===== src/assert_macros.svh =====
// ----------------------------------------------------------------------------
// assert_macros
// shared concurrent assertion macros, clocked on clk, disabled in rst
// ----------------------------------------------------------------------------
`ifndef ASSERT_MACROS_SVH
`define ASSERT_MACROS_SVH

// plain property check
`define ASSERT_CLK(name, prop, msg) \
  name: assert property (@(posedge clk) disable iff (rst) (prop)) else $error(msg);

// same-cycle implication
`define ASSERT_IMPL(name, ante, cons, msg) \
  name: assert property (@(posedge clk) disable iff (rst) (ante) |-> (cons)) else $error(msg);

// next-cycle implication
`define ASSERT_NEXT(name, ante, cons, msg) \
  name: assert property (@(posedge clk) disable iff (rst) (ante) |=> (cons)) else $error(msg);

`endif


===== src/ggap_pkg.sv =====
// ----------------------------------------------------------------------------
// ggap_pkg
// shared types, character codes and helpers of the gga sentence field parser
// ----------------------------------------------------------------------------
package ggap_pkg;

  localparam int ACC_WIDTH = 32;

  localparam logic [7:0] CH_G     = 8'h47;
  localparam logic [7:0] CH_A     = 8'h41;
  localparam logic [7:0] CH_COMMA = 8'h2c;
  localparam logic [7:0] CH_POINT = 8'h2e;
  localparam logic [7:0] CH_S     = 8'h53;
  localparam logic [7:0] CH_W     = 8'h57;
  localparam logic [7:0] CH_ZERO  = 8'h30;

  typedef logic [ACC_WIDTH-1:0] acc_t;

  typedef enum logic [3:0] {
    PH_HUNT_G1  = 4'd0,
    PH_HUNT_G2  = 4'd1,
    PH_HUNT_A   = 4'd2,
    PH_SKIP     = 4'd3,
    PH_TIME_1ST = 4'd4,
    PH_TIME_INT = 4'd5,
    PH_TIME_FRC = 4'd6,
    PH_LAT_1ST  = 4'd7,
    PH_LAT_INT  = 4'd8,
    PH_LAT_FRC  = 4'd9,
    PH_NS       = 4'd10,
    PH_SEP      = 4'd11,
    PH_LON_1ST  = 4'd12,
    PH_LON_INT  = 4'd13,
    PH_LON_FRC  = 4'd14,
    PH_EW       = 4'd15
  } phase_t;

  typedef struct packed {
    logic emit;
    logic status;
  } emit_t;

  function automatic logic [31:0] to_out32(acc_t acc);
    logic signed [63:0] ext;
    ext = 64'(signed'(acc));
    return ext[31:0];
  endfunction

endpackage


===== src/ggap_core.sv =====
// ----------------------------------------------------------------------------
// ggap_core
// sentence phase tracking and decimal accumulation, one byte per fire
// ----------------------------------------------------------------------------
`include "assert_macros.svh"

module ggap_core (
  input  logic              clk,
  input  logic              rst,
  input  logic              fire,
  input  logic [7:0]        rx_byte,
  output ggap_pkg::emit_t   emit_info,
  output ggap_pkg::acc_t    time_next,
  output ggap_pkg::acc_t    lat_next,
  output ggap_pkg::acc_t    lon_next
);

  ggap_pkg::phase_t phase, phase_next;
  ggap_pkg::acc_t   time_accum, lat_accum, lon_accum;
  ggap_pkg::acc_t   time_dig, lat_dig, lon_dig;
  logic             is_comma, is_point;

  function automatic ggap_pkg::acc_t acc_digit(ggap_pkg::acc_t acc, logic [7:0] b);
    return (acc << 3) + (acc << 1) + ggap_pkg::ACC_WIDTH'(b)
           - ggap_pkg::ACC_WIDTH'(ggap_pkg::CH_ZERO);
  endfunction

  assign is_comma = (rx_byte == ggap_pkg::CH_COMMA);
  assign is_point = (rx_byte == ggap_pkg::CH_POINT);
  assign time_dig = acc_digit(time_accum, rx_byte);
  assign lat_dig  = acc_digit(lat_accum, rx_byte);
  assign lon_dig  = acc_digit(lon_accum, rx_byte);

  always_comb begin
    phase_next = phase;
    time_next  = time_accum;
    lat_next   = lat_accum;
    lon_next   = lon_accum;
    emit_info  = '0;
    unique case (phase)
      ggap_pkg::PH_HUNT_G1: begin
        phase_next = (rx_byte == ggap_pkg::CH_G) ? ggap_pkg::PH_HUNT_G2 : ggap_pkg::PH_HUNT_G1;
      end
      ggap_pkg::PH_HUNT_G2: begin
        phase_next = (rx_byte == ggap_pkg::CH_G) ? ggap_pkg::PH_HUNT_A : ggap_pkg::PH_HUNT_G1;
      end
      ggap_pkg::PH_HUNT_A: begin
        phase_next = (rx_byte == ggap_pkg::CH_A) ? ggap_pkg::PH_SKIP : ggap_pkg::PH_HUNT_G1;
      end
      ggap_pkg::PH_SKIP: begin
        if (is_comma) phase_next = ggap_pkg::PH_TIME_1ST;
      end
      ggap_pkg::PH_TIME_1ST: begin
        if (is_comma) begin
          emit_info = '{emit: 1'b1, status: 1'b1};
        end else if (is_point) begin
          phase_next = ggap_pkg::PH_TIME_FRC;
        end else begin
          time_next  = time_dig;
          phase_next = ggap_pkg::PH_TIME_INT;
        end
      end
      ggap_pkg::PH_TIME_INT: begin
        if (is_point) phase_next = ggap_pkg::PH_TIME_FRC;
        else time_next = time_dig;
      end
      ggap_pkg::PH_TIME_FRC: begin
        if (is_comma) phase_next = ggap_pkg::PH_LAT_1ST;
        else time_next = time_dig;
      end
      ggap_pkg::PH_LAT_1ST: begin
        if (is_comma) begin
          emit_info = '{emit: 1'b1, status: 1'b1};
        end else if (is_point) begin
          phase_next = ggap_pkg::PH_LAT_FRC;
        end else begin
          lat_next   = lat_dig;
          phase_next = ggap_pkg::PH_LAT_INT;
        end
      end
      ggap_pkg::PH_LAT_INT: begin
        if (is_point) phase_next = ggap_pkg::PH_LAT_FRC;
        else lat_next = lat_dig;
      end
      ggap_pkg::PH_LAT_FRC: begin
        if (is_comma) phase_next = ggap_pkg::PH_NS;
        else lat_next = lat_dig;
      end
      ggap_pkg::PH_NS: begin
        if (is_comma) begin
          emit_info = '{emit: 1'b1, status: 1'b1};
        end else begin
          if (rx_byte == ggap_pkg::CH_S) lat_next = '0 - lat_accum;
          phase_next = ggap_pkg::PH_SEP;
        end
      end
      ggap_pkg::PH_SEP: begin
        phase_next = ggap_pkg::PH_LON_1ST;
      end
      ggap_pkg::PH_LON_1ST: begin
        if (is_comma) begin
          emit_info = '{emit: 1'b1, status: 1'b1};
        end else if (is_point) begin
          phase_next = ggap_pkg::PH_LON_FRC;
        end else begin
          lon_next   = lon_dig;
          phase_next = ggap_pkg::PH_LON_INT;
        end
      end
      ggap_pkg::PH_LON_INT: begin
        if (is_point) phase_next = ggap_pkg::PH_LON_FRC;
        else lon_next = lon_dig;
      end
      ggap_pkg::PH_LON_FRC: begin
        if (is_comma) phase_next = ggap_pkg::PH_EW;
        else lon_next = lon_dig;
      end
      ggap_pkg::PH_EW: begin
        if (is_comma) begin
          emit_info = '{emit: 1'b1, status: 1'b1};
        end else begin
          if (rx_byte == ggap_pkg::CH_W) lon_next = '0 - lon_accum;
          emit_info = '{emit: 1'b1, status: 1'b0};
        end
      end
    endcase
  end

  always_ff @(posedge clk) begin
    if (rst) begin
      phase      <= ggap_pkg::PH_HUNT_G1;
      time_accum <= '0;
      lat_accum  <= '0;
      lon_accum  <= '0;
    end else if (fire) begin
      if (emit_info.emit) begin
        phase      <= ggap_pkg::PH_HUNT_G1;
        time_accum <= '0;
        lat_accum  <= '0;
        lon_accum  <= '0;
      end else begin
        phase      <= phase_next;
        time_accum <= time_next;
        lat_accum  <= lat_next;
        lon_accum  <= lon_next;
      end
    end
  end

  // a result always ends the sentence and clears the accumulators
  `ASSERT_NEXT(a_emit_clears, fire && emit_info.emit,
    phase == ggap_pkg::PH_HUNT_G1 && time_accum == '0 && lat_accum == '0 && lon_accum == '0,
    "accumulators not cleared after result")
  // only the field phases may end a sentence
  `ASSERT_IMPL(a_emit_phase, emit_info.emit,
    phase == ggap_pkg::PH_TIME_1ST || phase == ggap_pkg::PH_LAT_1ST ||
    phase == ggap_pkg::PH_NS || phase == ggap_pkg::PH_LON_1ST || phase == ggap_pkg::PH_EW,
    "result raised outside a field phase")
  // the phase only moves on a fired byte
  `ASSERT_NEXT(a_hold_phase, !fire, $stable(phase),
    "phase moved without a fired byte")

endmodule


===== src/gga_sentence_field_parser.sv =====
// result: a result beat is loaded into the result register at the edge at which its
//   last byte leaves the input register
// throughput: one byte per cycle, limited only by the output register being held
// reset: synchronous rst returns to hunting for the first G, clears the accumulators
//   and the input and result valid flags
// ----------------------------------------------------------------------------
// gga_sentence_field_parser
// gga sentence parser: extracts time, latitude and longitude from a byte stream
// ----------------------------------------------------------------------------
`include "assert_macros.svh"

module gga_sentence_field_parser (
  input  logic               clk,
  input  logic               rst,
  input  logic               in_valid,
  output logic               in_stall,
  input  logic [7:0]         rx_byte,
  output logic               out_valid,
  input  logic               out_stall,
  output logic signed [31:0] utc_time,
  output logic signed [31:0] lat_value,
  output logic signed [31:0] lon_value,
  output logic               parse_status
);

  logic            byte_valid;
  logic [7:0]      byte_q;
  logic            fire;
  logic            out_busy;
  ggap_pkg::emit_t emit_info;
  ggap_pkg::acc_t  time_next, lat_next, lon_next;

  assign out_busy = out_valid && out_stall;
  assign fire     = byte_valid && !(emit_info.emit && out_busy);
  assign in_stall = byte_valid && !fire;

  // input register
  always_ff @(posedge clk) begin
    if (rst) begin
      byte_valid <= 1'b0;
    end else if (!in_stall) begin
      byte_valid <= in_valid;
    end
  end

  always_ff @(posedge clk) begin
    if (in_valid && !in_stall) begin
      byte_q <= rx_byte;
    end
  end

  ggap_core u_core (
    .clk       (clk),
    .rst       (rst),
    .fire      (fire),
    .rx_byte   (byte_q),
    .emit_info (emit_info),
    .time_next (time_next),
    .lat_next  (lat_next),
    .lon_next  (lon_next)
  );

  // result register
  always_ff @(posedge clk) begin
    if (rst) begin
      out_valid <= 1'b0;
    end else if (fire && emit_info.emit) begin
      out_valid <= 1'b1;
    end else if (!out_stall) begin
      out_valid <= 1'b0;
    end
  end

  always_ff @(posedge clk) begin
    if (fire && emit_info.emit) begin
      utc_time     <= signed'(ggap_pkg::to_out32(time_next));
      lat_value    <= signed'(ggap_pkg::to_out32(lat_next));
      lon_value    <= signed'(ggap_pkg::to_out32(lon_next));
      parse_status <= emit_info.status;
    end
  end

  // a held result beat is never overwritten
  `ASSERT_IMPL(a_no_overwrite, out_busy, !(fire && emit_info.emit),
    "result register overwritten while held")
  // the input side only stalls on a pending byte
  `ASSERT_IMPL(a_stall_pending, in_stall, byte_valid && emit_info.emit && out_busy,
    "input stalled without a blocked result")
  // a new result beat appears only from a fired byte
  `ASSERT_NEXT(a_result_source, !out_valid && !(fire && emit_info.emit), !out_valid,
    "result beat without a fired byte")

endmodule

===== config.mk =====
export PLATFORM = sky130hd
export DESIGN_NAME = gga_sentence_field_parser
export DESIGN_NICKNAME = d
export VERILOG_FILES = /design/src/ggap_pkg.sv /design/src/ggap_core.sv /design/src/gga_sentence_field_parser.sv
export VERILOG_INCLUDE_DIRS = /design/src /design/src/src
export SDC_FILE = /design/constraint.sdc
export NUM_CORES = 1
export LEC_CHECK = 0
export BUFFER_PORTS_ARGS = -buffer_cell sky130_fd_sc_hd__buf_2
export CAP_MARGIN = 40
export CORE_MARGIN = 1
export CORE_UTILIZATION = 30
export CTS_BUF_LIST = sky130_fd_sc_hd__clkbuf_16
export DETAILED_ROUTE_END_ITERATION = 12
export MAX_ROUTING_LAYER = met4
export PLACE_DENSITY = 0.42
export SYNTH_ARGS = -nofsm -noshare
export SYNTH_HDL_FRONTEND = slang
export SYNTH_HIERARCHICAL = 1
export SYNTH_SLANG_ARGS = --single-unit

===== constraint.sdc =====
create_clock -name clk -period 7.8 [get_ports clk]
set_input_delay 0.39 -clock clk [delete_from_list [all_inputs] [get_ports clk]]
set_output_delay 0.39 -clock clk [all_outputs]
set_load 0.03 [all_outputs]

==> run metrics, run 1 <==
Synth warnings=6; Final setup viols=0; GRT Total Usage=0.209; Die Wd=249 um; crit path DAT=4950 ps; clock period minus final worst setup slack=4660 ps; PwrDens=133 nW/um2; max_slew headroom=0.362; predominant post-synthesis flop cell=edfxtp_1; Worst Path Buf+Inv=0; first-pass GRT wire length=99200 um; CP Max Fanout=5; detailed placer's ending HPWL=48300 um; most numerous cell in the Yosys netlist=inv_1; status=finished, final reports clean; num rows=90; layout cell share with drive strength beyond 1=0.0951; Final Slew Violations=0; CP Cell Sequence=fa_1 > ha_1 > ha_1 > fa_1 > a211oi_1 > nor2_1 > o41ai_1 > a211oi_1 > o21ai_1 > a41oi_1 > xnor2_1 > o21ai_0; Reg2Reg Depth=12; initial DRC count=1039; CP peak stage delay=760 ps; final worst setup slack=3140 ps; root buffer cell=clkbuf_16; R2R Path Start=byte_q[3]; critical path class=reg2reg; Worst-Margin Slew=956 ps; clock sinks=207; vias=16900; Die Area=62200 um2; WL/cell=20.5 um; Post-synth EDFFs=105; floorplan core area=60400 um2; area leader, netlist=edfxtp_1; vias in the first global route=16400; crit end category=flop; Area growth syn-to-layout=13.1%; most common library cells after synthesis=inv_1, ha_1, nand2_1, o21ai_0, nor2_1; DR pass1 iterations=6; Synth Instances=2260; Worst Hold End=byte_q[1]; Final Cycle Share=0.598; largest net degree at the start of global routing=75; CTS clk-pin slew, worst paths=60 ps; dpl ws=3180 ps; final hold violation count=0; Hold Crit Class=in2reg; post-synthesis register bit count=207; Largest delay share family, worst path=compound AO/OA/AOI/OAI gates; Required @ worst endpoint=8090 ps; RSZ-0062 raised after global routing=false; min-delay src=rx_byte[1]; Port Buffers=110; die height=249 um; total gr overflow=0; number of library cell types mapped by synthesis=86; Critical R2R Capture=utc_time[31]; TritonCTS Buffers=28; Final nets=2602; io pins=111; standby leakage power=9.37 nW; initial antenna violation count=1; number of post-CTS setup repair buffers=0; Mapped Avg Cell Area=8.12 um2; CTS tree=yes; dominant cells by area after synthesis=edfxtp_1, ha_1, dfxtp_1; WHS Path Cells=1; Post-DRT Antenna Nets=0; setup TNS=0 ps; worst vdd ir=127 uV; total wire length=64100 um; max_cap viols=0; worst skew pair latency=570 ps; Initial Util=0.304; CTS Buffer Depth=3; Yosys top cell area share=0.172; Post-Syn Nets=2538; Layout Skew=20.7 ps; Synth Cell Area=18300 um2; CTS-repair resized insts=0; Worst Setup Start Kind=flop; vias per cell=5.39; R2R setup slack=3140 ps; hold-fix buffers at CTS=0; Async SR Flop Fraction=0; FMAX=214 MHz; sequential share of the synthesized area=0.283; GPL Wtd Cong=0.847; htree depth=1; CP max-delay cell=o41ai_1; Residual DRC=0
==> state kept, by name, summed over array words and instances (netlist names) <==
| register | count |
|---|---|
| byte_valid | 1 |
| u_core/lat_accum | 32 |
| byte_q | 8 |
| u_core/phase | 4 |
| out_valid | 1 |
| parse_status | 1 |
| lon_value | 32 |
| u_core/lon_accum | 32 |
| u_core/time_accum | 32 |
| utc_time | 32 |
| lat_value | 32 |
==> how the worst max path moves through the flow <==
stage                                        to  cells after the start  startpoint  slack [ps]
after floorplan                    lat_value[0]                      7   byte_q[0]         960
after global placement    u_core/time_accum[31]                     12   byte_q[2]        2540
after detailed placement          lon_value[31]                     16   byte_q[3]        3180
after CTS                         lon_value[31]                     16   byte_q[3]        3150
after global routing              lon_value[31]                     16   byte_q[3]        2760
final                              utc_time[31]                     12   byte_q[3]        3140
==> stage by stage <==
| step | hold slack (ps) | instance area, um2 | power, mW | std cells | utilization |
|---|---|---|---|---|---|
| floorplan | 425 | 18300 | 1.35 | 2260 | - |
| global placement | 439 | 19700 | 1.43 | 3069 | 0.326 |
| detailed placement | 447 | 19800 | 1.43 | 3076 | 0.328 |
| CTS | 13.5 | 20700 | 2.81 | 3128 | 0.344 |
| global route | 6.85 | 20700 | 2.88 | 3128 | 0.344 |
| finish | 42.5 | 20800 | 2.77 | 3129 | 0.344 |
==> where the power goes <==
| part | internal [mW] | switching [mW] |
|---|---|---|
| sequential | 1.14 | 0.00619 |
| clock | 0.807 | 0.551 |
| combinational | 0.0952 | 0.172 |
| total | 2.04 | 0.729 |
==> routing by layer <==
layer | up-vias | routed length [um] | track usage
met1 | 8115 | 29500 | 0.269
li1 | 8298 | - | -
met2 | 397 | 31100 | 0.353
met4 | 0 | 1120 | 0.0476
met3 | 65 | 2390 | 0.0168
met5 | - | 0 | -
==> layout make-up <==
| type | instances | area (um2) |
|---|---|---|
| antenna | 1 | 2.50 |
| clock buffer | 29 | 726 |
| clock inverter | 23 | 229 |
| fill | 6343 | 39600 |
| inverter | 286 | 1070 |
| multi-input combinational | 1660 | 11700 |
| sequential | 207 | 5190 |
| tap | 782 | 978 |
| timing repair buffer | 141 | 861 |
==> cell families (layout without fill, tap and decap cells) <==
kind of cell    after synthesis  after routing  share of synthesized area
mux                           7              7                    0.00396
compound gates              708            708                      0.249
flops                       207            207                      0.283
simple gates                601            601                      0.157
xor+xnor                     78             78                     0.0372
buf+inv                     393            479                     0.0814
other cells                   0              1                          0
fa+ha+maj                   266            266                      0.189
==> worst register-to-register path, cell delays in order, from the launching register on <==
cell	delay (ps)
edfxtp_1	510
fa_1	580
ha_1	230
ha_1	240
fa_1	490
a211oi_1	250
nor2_1	130
o41ai_1	760
a211oi_1	280
o21ai_1	390
a41oi_1	200
xnor2_1	230
o21ai_0	100
==> layout by cell type (no fill, tap or decap), types with 18 or more instances in the layout <==
cell and n:
ha_1 248, a22oi_1 61, dfxtp_1 102, xnor2_1 50
buf_2 111, inv_1 289, o21ai_0 172, clkbuf_16 29
nor3_1 55, a21o_1 45, o31ai_1 22, fa_1 18
nand2_1 178, o211ai_1 23, xor2_1 28, a31oi_1 32
nor2_1 168, nand3_1 47, a21oi_1 159, nand4_1 30
buf_4 25, edfxtp_1 105, a211oi_1 21
Power figures use the tool's default switching activity.
==> run 2: changes to the inputs <==
Settings changed: PLACE_DENSITY 0.42 to 0.44.
Clock period 7.8 ns to 4 ns, I/O delays scaled along.
==> run metrics, run 2 (synthesis gave the netlist of run 1 again) <==
status=finished, final reports clean (unchanged); Final nets=2740 (was 2602); max_slew headroom=0.426 (was 0.362); Layout Skew=20.5 ps (was 20.7 ps); Final Cycle Share=0.970 (was 0.598); vias=17600 (was 16900); FMAX=258 MHz (was 214 MHz); CTS clk-pin slew, worst paths=70 ps (was 60 ps); vias in the first global route=17300 (was 16400); total gr overflow=0 (unchanged); total wire length=65500 um (was 64100 um); standby leakage power=10.1 nW (was 9.37 nW); critical path class=reg2reg (unchanged); GRT Total Usage=0.213 (was 0.209); min-delay src=rst (was rx_byte[1]); Area growth syn-to-layout=19.8% (was 13.1%); Hold Crit Class=in2reg (unchanged); final hold violation count=0 (unchanged); largest net degree at the start of global routing=52 (was 75); R2R Path Start=byte_q[3] (unchanged); Final Core Density=0.364 (was 0.344); root buffer cell=clkbuf_16 (unchanged); Worst Setup Start Kind=flop (unchanged); clock sinks=207 (unchanged); worst skew pair latency=580 ps (was 570 ps); worst vdd ir=243 uV (was 127 uV); Residual DRC=0 (unchanged); die height=249 um (unchanged); crit path DAT=4330 ps (was 4950 ps); GPL Wtd Cong=0.893 (was 0.847); Initial Util=0.304 (unchanged); most common cell after layout, fill and taps aside=inv_1 (unchanged); Hold WS=46.3 ps (was 42.5 ps); Final Slew Violations=0 (unchanged); first-pass GRT wire length=101000 um (was 99200 um); dpl ws=-111 ps (was 3180 ps); number of diodes=0 (was 1); CP Max Fanout=3 (was 5); Post-DRT Antenna Nets=0 (unchanged); max_cap viols=0 (unchanged); WHS Path Cells=2 (was 1); Die Area=62200 um2 (unchanged); layout cell share with drive strength beyond 1=0.161 (was 0.0951); CTS tree=yes (unchanged); RSZ-0062 raised after global routing=true (was false); most frequent cells in the layout=inv_1, ha_1, nand2_1 (unchanged); Port Buffers=110 (unchanged); Final setup viols=0 (unchanged); crit end category=flop (unchanged); detailed placer's ending HPWL=49800 um (was 48300 um); DR pass1 iterations=5 (was 6); R2R setup slack=120 ps (was 3140 ps); htree depth=1 (unchanged); Critical R2R Capture=u_core/lat_accum[23] (was utc_time[31]); io pins=111 (unchanged); Worst Hold End=u_core/time_accum[1] (was byte_q[1]); floorplan core area=60400 um2 (unchanged); clock period minus final worst setup slack=3880 ps (was 4660 ps); Required @ worst endpoint=4450 ps (was 8090 ps); Die Wd=249 um (unchanged); PwrDens=250 nW/um2 (was 133 nW/um2); initial antenna violation count=0 (was 1); TritonCTS Buffers=28 (unchanged); vias per cell=5.38 (was 5.39); setup TNS=0 ps (unchanged); Reg2Reg Depth=17 (was 12); initial DRC count=1233 (was 1039); Worst-Margin Slew=860 ps (was 956 ps); num rows=90 (unchanged); final worst setup slack=121 ps (was 3140 ps); Overall Power=5.49 mW (was 2.77 mW); CTS Buffer Depth=3 (unchanged); WL/cell=20.1 um (was 20.5 um)
## run 2: cell type report
class                           count  area [um2]
Fill cell                        6372       38400
Multi-Input combinational cell   1660       11900
Sequential cell                   207        5190
Timing Repair Buffer              279        1890
Inverter                          286        1070
Tap cell                          782         978
Clock buffer                       29         726
Clock inverter                     23         220
## run 2: worst max path at each step
stage                     startpoint                    to  slack [ps]
after floorplan            byte_q[3]          utc_time[23]         120
after global placement     byte_q[3]         lat_value[28]         -30
after detailed placement   byte_q[3]          utc_time[23]        -110
after CTS                  byte_q[5]          utc_time[30]          20
after global routing       byte_q[3]  u_core/lat_accum[23]         -40
final                      byte_q[3]  u_core/lat_accum[23]         120
## run 2: through the flow
step | std cells | area, um2
global placement | 3197 | 20700
finish | 3266 | 22000
detailed placement | 3198 | 20700
CTS | 3260 | 21800
floorplan | 2260 | 18400
global route | 3266 | 22000
## run 2: metal layers
metal / track usage / wire, um / vias up
met3: 0.0184 / 2820 / 80
met5: - / 0 / -
met4: 0.0596 / 1750 / 0
met1: 0.276 / 29900 / 8481
met2: 0.354 / 31100 / 434
li1: - / - / 8567
## run 2: report_power, final
| group | total (mW) | internal, mW | switching, mW | leakage (nW) |
|---|---|---|---|---|
| combinational | 0.632 | 0.271 | 0.361 | 7.56 |
| clock | 2.63 | 1.56 | 1.07 | 0.473 |
| sequential | 2.23 | 2.22 | 0.0105 | 2.03 |
## run 2: what timing repair did
item,in CTS,in global routing
setup buffers,0,6
endpoints found under the hold margin,10,0
pin swaps,1,36
hold buffers,10,0
endpoints found under the setup margin,15,59
gates resized for setup,11,53
## run 2: critical path, stage by stage, from the launching register on
cell and delay [ps]:
edfxtp_1 380, inv_2 70, fa_1 530, inv_1 40
ha_1 260, ha_1 220, fa_2 420, a21oi_2 220
o211ai_1 150, nand3_1 150, nand2_1 90, a21oi_1 150
buf_4 140, xor2_1 150, buf_4 150, o211a_1 170
o211ai_1 130, a311o_1 340
==> run 3: changes to the inputs <==
Settings changed: CORE_UTILIZATION 30 to 57, PLACE_DENSITY 0.44 to 0.75.
==> run metrics, run 3 (synthesis gave the netlist of run 1 again) <==
layout cell share with drive strength beyond 1=0.138 (was 0.161); placed inst area=19900 um2 (was 20700 um2); Overall Power=5.26 mW (was 5.49 mW); io pins=111 (unchanged); initial antenna violation count=2 (was 0); Critical path origin=byte_q[3] (unchanged); min-delay src=rst (unchanged); clock sinks=207 (unchanged); Pint=3.95 mW (was 4.05 mW); most common cell after layout, fill and taps aside=inv_1 (unchanged); total wire length=57800 um (was 65500 um); first-pass GRT wire length=91100 um (was 101000 um); Die Wd=181 um (was 249 um); detailed placer's ending HPWL=43300 um (was 49800 um); Worst-Margin Slew=740 ps (was 860 ps); CTS tree=yes (unchanged); fin area=21100 um2 (was 22000 um2); max_slew headroom=0.501 (was 0.426); TritonCTS Buffers=25 (was 28); num rows=65 (was 90); FMAX=257 MHz (was 258 MHz); Worst Setup Start Kind=flop (unchanged); initial DRC count=1725 (was 1233); Final Cycle Share=0.971 (was 0.970); htree depth=1 (unchanged); worst vdd ir=272 uV (was 243 uV); worst skew pair latency=550 ps (was 580 ps); R2R Path Start=byte_q[3] (unchanged); Final Slew Violations=0 (unchanged); crit path DAT=4160 ps (was 4330 ps); sw power=1.31 mW (was 1.44 mW); DR pass1 iterations=5 (unchanged); largest net degree at the start of global routing=49 (was 52); RSZ-0062 raised after global routing=true (unchanged); clock share of power=0.464 (was 0.479); Port Buffers=110 (unchanged); setup TNS=0 ps (unchanged); CTS clk-pin slew, worst paths=60 ps (was 70 ps); Post-DRT Antenna Nets=0 (unchanged); CP Max Fanout=4 (was 3); status=finished, final reports clean (unchanged); Hold WS=93.8 ps (was 46.3 ps); Residual DRC=0 (unchanged); total gr overflow=0 (unchanged); max_cap viols=0 (unchanged); CTS Buffer Depth=3 (unchanged); part of the power in registers=0.423 (was 0.406); GPL Wtd Cong=1.01 (was 0.893); most frequent cells in the layout=inv_1, ha_1, nand2_1 (unchanged); vias in the first global route=17000 (was 17300); vias per cell=6.33 (was 5.38); Area growth syn-to-layout=14.9% (was 19.8%); final hold violation count=0 (unchanged); Die Area=32900 um2 (was 62200 um2); Final setup viols=0 (unchanged); root buffer cell=clkbuf_16 (unchanged); Final nets=2700 (was 2740); vias=18000 (was 17600); PwrDens=250 nW/um2 (about the same); crit end category=flop (unchanged); Hold Crit Class=in2reg (unchanged); critical path class=reg2reg (unchanged); Layout Skew=30.4 ps (was 20.5 ps); standby leakage power=9.83 nW (was 10.1 nW); Comb pwr share=0.113 (was 0.115); floorplan core area=31600 um2 (was 60400 um2); Final Core Density=0.666 (was 0.364); clock period minus final worst setup slack=3890 ps (was 3880 ps); Initial Util=0.580 (was 0.304); GRT Total Usage=0.356 (was 0.213); Required @ worst endpoint=4270 ps (was 4450 ps); R2R setup slack=110 ps (was 120 ps); Switching Share=0.248 (was 0.262); die height=181 um (was 249 um); WL/cell=20.3 um (was 20.1 um)
==> run 3: cell count changes in the layout (fill, tap and decap cells not counted), moves of 3 or more <==
cell        change
buf_4          -35
inv_2           -7
clkinvlp_4      -5
clkinv_1        +4
inv_1           +4
clkbuf_16       -3
ha_1            +3
o21ai_1         +3
o21ai_2         -3
==> run 3: through the flow <==
| stage | setup WS, ps | cells |
|---|---|---|
| floorplan | 124 | 2260 |
| global placement | 49.6 | 2780 |
| detailed placement | 1.06 | 2782 |
| CTS | 14.6 | 2837 |
| global route | -72.6 | 2844 |
| finish | 115 | 2844 |
==> run 3: power groups by stage <==
stage	clock network (mW)	logic (mW)	registers (mW)
finish	2.44	0.593	2.23
floorplan	0	0.357	2.27
global placement	0	0.534	2.27
CTS	2.46	0.554	2.23
global route	2.55	0.639	2.23
detailed placement	0	0.541	2.27
==> run 3: worst paths after layout <==
check,cells after the start,endpoint
setup / recovery,15,utc_time[30]
hold reg to reg,2,u_core/time_accum[31]
setup reg to reg,15,utc_time[30]
hold / removal,2,u_core/time_accum[1]
==> run 3: critical path, cell delays in order, from the launching register on <==
cell	delay (ps)
edfxtp_1	380
buf_4	170
fa_1	430
inv_2	70
fa_1	420
inv_2	80
ha_1	240
a211oi_2	260
o21ai_2	100
a211oi_2	280
nor2_1	110
a21oi_2	200
o211ai_1	170
o31ai_1	310
xnor2_1	120
mux2_2	270
==> run 3: layer usage <==
| metal | track usage | wire length [um] | vias up | share of wire |
|---|---|---|---|---|
| met1 | 0.454 | 24500 | 8502 | 0.42 |
| met2 | 0.575 | 26600 | 832 | 0.46 |
| met3 | 0.0367 | 4020 | 183 | 0.070 |
| met5 | - | 0 | - | 0 |
| met4 | 0.155 | 2660 | 0 | 0.046 |
| li1 | - | - | 8498 | - |
==> run 3: final cells by class <==
cell class	instances	area (um2)
Fill cell	2686	10600
Inverter	286	1070
Tap cell	402	503
Clock buffer	26	651
Clock inverter	19	215
Sequential cell	207	5190
Antenna cell	2	5.00
Multi-Input combinational cell	1660	11800
Timing Repair Buffer	242	1610
==> run 3: timing repair <==
item | in CTS | in global routing
buffers inserted | 0 | 5
gates cloned | 0 | 0
resized for setup | 2 | 43
endpoints found under the setup margin | 4 | 58
hold buffers | 10 | 0
pin swaps | 0 | 18
hold endpoints to repair | 10 | 0
